==> src/sv/ttcb_pkg.sv <==
// Shared types, constants and codes of the text terminal cell buffer.
`timescale 1ns / 1ps
package ttcb_pkg;
	localparam int MaxRowsDef    = 64;
	localparam int MaxColumnsDef = 128;
	localparam logic [7:0] ChNewline = 8'h0A;
	localparam logic [7:0] ChReturn  = 8'h0D;
	localparam logic [7:0] ChBlank   = 8'h20;

	typedef enum logic [1:0] {
		CMD_PUT   = 2'd0,
		CMD_READ  = 2'd1,
		CMD_FLUSH = 2'd2,
		CMD_NONE  = 2'd3
	} cmd_t;

	typedef enum logic [1:0] {
		REG_COLUMNS = 2'd0,
		REG_ROWS    = 2'd1,
		REG_HWSCROLL = 2'd2
	} reg_idx_t;

	typedef struct packed {
		logic [1:0] cmd;
		logic [7:0] data_byte;
		logic [5:0] cell_row;
		logic [6:0] cell_column;
		logic       clear_dirty;
	} req_t;

	typedef struct packed {
		logic       wrote_cell;
		logic       scrolled;
		logic [5:0] cursor_row;
		logic [7:0] cursor_column;
		logic [7:0] cell_char;
		logic       cell_dirty;
		logic       line_dirty;
		logic       line_continues;
	} rsp_t;

	typedef enum logic [3:0] {
		ST_CLEAR,
		ST_IDLE,
		ST_DECODE,
		ST_RD_WAIT,
		ST_RD_DONE,
		ST_PUT_WR,
		ST_SC_RD,
		ST_SC_WAIT,
		ST_SC_WR,
		ST_SC_BLANK,
		ST_SC_LINE,
		ST_RESP
	} state_t;

	// Commands from the controller to the datapath.
	typedef struct packed {
		logic clr_step;     // write blank/dirty at the sweep address, advance it
		logic take_req;     // latch the request and clamp the cursor
		logic rd_issue;     // issue memory read of the requested cell
		logic rd_finish;    // capture read data, optionally clear dirty
		logic put_write;    // store the byte at the cursor
		logic nl_start;     // start a newline (column 0, row + 1 or scroll)
		logic cr_only;      // carriage return
		logic sc_read;      // read source cell of scroll
		logic sc_write;     // write destination cell of scroll, advance
		logic sc_blank;     // blank one cell of the bottom row, advance
		logic sc_line;      // shift the line flags and finish the scroll
		logic flush;        // clear the line dirty flags
		logic load_rsp;     // load the output register
	} ctl_t;

	// Status from the datapath to the controller.
	typedef struct packed {
		logic clr_done;
		logic [1:0] cmd;
		logic is_nl;
		logic is_cr;
		logic need_wrap;
		logic read_ok;
		logic will_scroll;
		logic sc_row_last;   // last column of the last source row
		logic blank_last;
		logic no_src_rows;   // single row: nothing to move
	} sts_t;
endpackage

==> src/sv/ttcb_ctrl.sv <==
// Controller state machine of the text terminal cell buffer.
`timescale 1ns / 1ps
module ttcb_ctrl (
	input  logic          clk,
	input  logic          arst_n,
	input  logic          in_valid,
	output logic          in_ready,
	output logic          out_valid,
	input  logic          out_ready,
	input  ttcb_pkg::sts_t sts,
	output ttcb_pkg::ctl_t ctl
);
	import ttcb_pkg::*;

	state_t state_q, state_next;
	logic   out_valid_q;

	always_comb begin
		state_next = state_q;
		unique case (state_q)
			ST_CLEAR: begin
				if (sts.clr_done) state_next = ST_IDLE;
			end
			ST_IDLE: begin
				if (in_valid) state_next = ST_DECODE;
			end
			ST_DECODE: begin
				case (sts.cmd)
					CMD_PUT: begin
						if (sts.is_cr) state_next = ST_RESP;
						else if (sts.is_nl || sts.need_wrap) begin
							if (!sts.will_scroll) state_next = sts.is_nl ? ST_RESP : ST_PUT_WR;
							else if (sts.no_src_rows) state_next = ST_SC_BLANK;
							else state_next = ST_SC_RD;
						end else state_next = ST_PUT_WR;
					end
					CMD_READ: state_next = sts.read_ok ? ST_RD_WAIT : ST_RESP;
					default:  state_next = ST_RESP;
				endcase
			end
			ST_RD_WAIT:  state_next = ST_RD_DONE;
			ST_RD_DONE:  state_next = ST_RESP;
			ST_PUT_WR:   state_next = ST_RESP;
			ST_SC_RD:    state_next = ST_SC_WAIT;
			ST_SC_WAIT:  state_next = ST_SC_WR;
			ST_SC_WR:    state_next = sts.sc_row_last ? ST_SC_BLANK : ST_SC_RD;
			ST_SC_BLANK: begin
				if (sts.blank_last) state_next = ST_SC_LINE;
			end
			ST_SC_LINE:  state_next = sts.is_nl ? ST_RESP : ST_PUT_WR;
			ST_RESP: begin
				if (!out_valid_q || out_ready) state_next = ST_IDLE;
			end
			default:     state_next = ST_IDLE;
		endcase
	end

	always_comb begin
		ctl = '0;
		unique case (state_q)
			ST_CLEAR:    ctl.clr_step = 1'b1;
			ST_IDLE:     ctl.take_req = in_valid;
			ST_DECODE: begin
				ctl.rd_issue = (sts.cmd == CMD_READ) && sts.read_ok;
				ctl.nl_start = (sts.cmd == CMD_PUT) && !sts.is_cr && (sts.is_nl || sts.need_wrap);
				ctl.cr_only  = (sts.cmd == CMD_PUT) && sts.is_cr;
				ctl.flush    = (sts.cmd == CMD_FLUSH);
			end
			ST_RD_WAIT:  ctl.rd_issue = 1'b1;
			ST_RD_DONE:  ctl.rd_finish = 1'b1;
			ST_PUT_WR:   ctl.put_write = 1'b1;
			ST_SC_RD:    ctl.sc_read = 1'b1;
			ST_SC_WR:    ctl.sc_write = 1'b1;
			ST_SC_BLANK: ctl.sc_blank = 1'b1;
			ST_SC_LINE:  ctl.sc_line = 1'b1;
			ST_RESP:     ctl.load_rsp = !out_valid_q || out_ready;
			default:     ctl = '0;
		endcase
	end

	assign in_ready  = (state_q == ST_IDLE);
	assign out_valid = out_valid_q;

	always_ff @(posedge clk or negedge arst_n) begin
		if (!arst_n) begin
			state_q     <= ST_CLEAR;
			out_valid_q <= 1'b0;
		end else begin
			state_q <= state_next;
			if (ctl.load_rsp) out_valid_q <= 1'b1;
			else if (out_ready) out_valid_q <= 1'b0;
		end
	end

	// Accept only in idle, and never during the clearing pass.
	assert property (@(posedge clk) disable iff (!arst_n)
		(in_valid && in_ready) |=> (state_q == ST_DECODE))
		else $error("accept did not start decode");
	assert property (@(posedge clk) disable iff (!arst_n)
		ctl.load_rsp |=> out_valid)
		else $error("response load lost");
	assert property (@(posedge clk) disable iff (!arst_n)
		(state_q == ST_CLEAR) |-> !in_ready)
		else $error("accept during clear");
endmodule

==> config.mk <==
export PLATFORM = sky130hd
export DESIGN_NAME = ttcb_ctrl
export DESIGN_NICKNAME = d
export VERILOG_FILES = /design/src/sv/ttcb_pkg.sv /design/src/sv/ttcb_ctrl.sv
export SDC_FILE = /design/constraint.sdc
export NUM_CORES = 1
export LEC_CHECK = 0
export ABC_AREA = 1
export ABC_CLOCK_PERIOD_IN_PS = 1500
export BUFFER_PORTS_ARGS = -buffer_cell sky130_fd_sc_hd__buf_2
export CORE_UTILIZATION = 44
export CTS_CLUSTER_DIAMETER = 30
export DETAILED_ROUTE_END_ITERATION = 7
export PLACE_DENSITY = 0.85
export SYNTH_ARGS = -nofsm -noshare
export SYNTH_HDL_FRONTEND = slang
export SYNTH_SLANG_ARGS = --single-unit
export TNS_END_PERCENT = 30
==> constraint.sdc <==
create_clock -name clk -period 1.5 [get_ports clk]
set_input_delay 0.3 -clock clk [delete_from_list [all_inputs] [get_ports clk]]
set_output_delay 0.3 -clock clk [all_outputs]
set_load 0.02 [all_outputs]
==> results.toml <==
[finish]
final_area_um2 = 917
drive_above_1_share_pct = 43.7
layoutNonFillerInstCount = 165
area_growth_pct = 51.8
nNetsFinal = 167
fillers = 91
diodes = 0

[critical_path]
critical-path-slowest-cell = "dfrtp_1"
end_kind = "output port"
r2r_setup_slack_ns = 0.12
cp_cell_sequence = "inv_2, nand2_2, nor2_4, inv_1, nor2_1, buf_4"
crit_buf_inv = 3
cp.arrival_ns = 1.31
path_delay_family = "flip-flops"
path_class = "register to output port"
cp-start-kind = "register"
crit_required_ns = 1.20
max_stage_delay_ns = 0.42
path_max_fanout = 4

[route]
vias_per_cell = 4.98
routed_wl_um = 1810
first_iter_violations = 34
route.vias.total = 821
drc = 0
ant_nets = 0
dr.pass1.iters = 4
avgRoutedWirePerCell_um = 11.0

[run_status]
outcome = "finished, violations left"
violations = "negative setup slack"

[power]
intPower_w = 0.000758
p_clk_share_pct = 10.2
p_leak_nw = 0.544
p_sw_w = 0.000876
seqPwrFrac_pct = 16.3
ir_worst_vdd_uv = 1060
netSwitchingFraction_pct = 53.6
p_comb_share_pct = 73.5
p_per_area_nw_per_um2 = 1780

[synthesis]
synth.area.top_cells = "nand2_1 (22%), dfrtp_1 (21%), inv_1 (12%)"
synth_cell_type_count = 18
syn_avg_cell_area_um2 = 5.44
netlist.area_leader.share_pct = 22.4
synth-edff-count = 0
yosysMostFrequentCell = "nand2_1"
ys_seq_elements = 5
synthTopCellsByCount = "nand2_1 (36), inv_1 (19), nor2_1 (16)"
synth_top_cell_by_area = "nand2_1"
syn_nets = 126
async_flop_share_pct = 100
seq_area_frac_synth_pct = 20.7
synth_area_um2 = 604
synth_ff_type = "dfrtp_1"
syn_inst = 111
yosysWarnings = 0

[timing]
worstMarginPinSlew_ns = 0.201
post-route-period-util_pct = 108
rsz0062_at_grt = "true"
finalClockSkew_ns = 0.00441
fmaxAchievable_ghz = 0.620
hold_viol_final = 0
setup_ws_ns = -0.114
worst_slew_margin_rel_pct = 86.6
drv_slew = 0
timing.final.crit_period_ns = 1.61
setup_viol = 12

[grt]
gr-total-overflow = 0
grt_pass1_vias = 691
grt_usage_pct = 26.7
grt_pass1_wl_um = 2720
grt_max_degree = 7
antenna_found_initial = 0

[clock_network]
clock-sinks = 5
clock_latency_ns = 0.25
cts_buffer_depth = 2
ctsHtreeMaxLevel = 1
cts_buffers = 3
cts_root_buf = "clkbuf_4"
cts_tree = "yes"
clkTransAtPathRegs_ns = 0.05

[floorplanning]
num_rows = 12
initial_utilization_pct = 50.9
io_pins = 30
die_y_um = 39.1
core_area_um2 = 1190
die_area_um2 = 1530
die_w_um = 39.1

[place]
port_buffers = 29
dpl-instance-area_um2 = 783
dpl.hpwl_um = 1260
routabilityCongestion = 0.873
dp.cells = 156

[min_path]
hold_path.class = "input port to register"

[flow_run]
maxCapViolations = 0
-- path summary, 6_finish.rpt --
path                            start    endpoint  cells past startpoint
max                        state_q[2]      ctl[0]                      6
min                         out_ready   out_valid                      2
max reg2reg                state_q[2]  state_q[0]                     10
min reg2reg                 out_valid   out_valid                      2
max in group asynchronous      arst_n  state_q[1]                      2
min in group asynchronous      arst_n  state_q[2]                      2
-- placed cells by master (no fill, tap or decap), drive strengths merged --
| cell | netlist | final |
|---|---|---|
| nand3 | 9 | 9 |
| nor2 | 23 | 23 |
| buf | 1 | 36 |
| a21oi | 1 | 1 |
| dfrtp | 5 | 5 |
| clkbuf | 0 | 4 |
| or2 | 1 | 1 |
| nand3b | 1 | 1 |
| nor3 | 2 | 2 |
| nand2 | 41 | 41 |
| dlygate4sd3 | 0 | 1 |
| o22ai | 2 | 2 |
| inv | 22 | 22 |
| o21ai | 3 | 3 |
-- area by class of cell --
class                   count  area (µm²)  area share (%)
clock buffers               4        26.3            2.86
inverters                  22        82.6            9.00
flip-flops and latches      5         126            13.8
multi-input cells          83         418            45.6
repair buffers             37         246            26.9
well taps                  14        17.5            1.91
-- cells by family after synthesis --
family | after synthesis | share of synthesized area [%]
AO/OA/AOI/OAI | 6 | 6.00
buffers and inverters | 23 | 15.5
flip-flops | 5 | 20.7
AND/OR/NAND/NOR | 77 | 57.8
-- registers in the layout (all words and copies together), names as in the netlist --
name       flops
out_valid      1
state_q        4
-- through the flow --
stage / hold slack (ns) / worst slack, ns / utilization, % / total power (W) / TNS [ns]
global route: 0.262 / -0.211 / 77.3 / 0.00177 / -1.73
finish: 0.242 / -0.114 / 77.3 / 0.00163 / -0.895
detailed placement: 0.115 / 0.0775 / 66.0 / 0.00122 / 0
CTS: 0.243 / -0.0837 / 75.4 / 0.00154 / -0.556
floorplan: 0.00441 / -0.0172 / - / 0.000982 / -0.0172
global placement: 0.113 / 0.0971 / 66.0 / 0.00120 / 0
-- worst reg2reg max path: cells and delay by family, from the launching register on --
kind | cells | cell delay [ns]
buf+inv | 3 | 0.34
flops | 1 | 0.42
simple gates | 7 | 0.49
-- metal layers --
metal,up-vias,global-route usage (%),part of all wire (%)
met5,-,0,0
met4,0,10.3,2.1
met3,6,8.09,6.7
met2,33,47.5,49
met1,370,29.1,42
li1,412,-,-
-- power by group through the flow --
stage / Combinational, W / Clock (W) / Sequential, W
6_report: 0.00120 / 0.000167 / 0.000266
5_1_grt: 0.00132 / 0.000174 / 0.000271
4_1_cts: 0.00112 / 0.000163 / 0.000254
3_5_place_dp: 0.000967 / 0 / 0.000248
3_3_place_gp: 0.000958 / 0 / 0.000247
2_1_floorplan: 0.000736 / 0 / 0.000246
-- what timing repair did --
| item | in CTS | in global routing |
|---|---|---|
| hold buffers | 1 | 0 |
| endpoints found under the setup margin | 10 | 14 |
| resized for setup | 19 | 7 |
| pin swaps | 2 | 0 |
| setup buffers | 3 | 1 |
| hold endpoints to repair | 5 | 0 |
No activity file was read; power rests on OpenSTA's default activity.
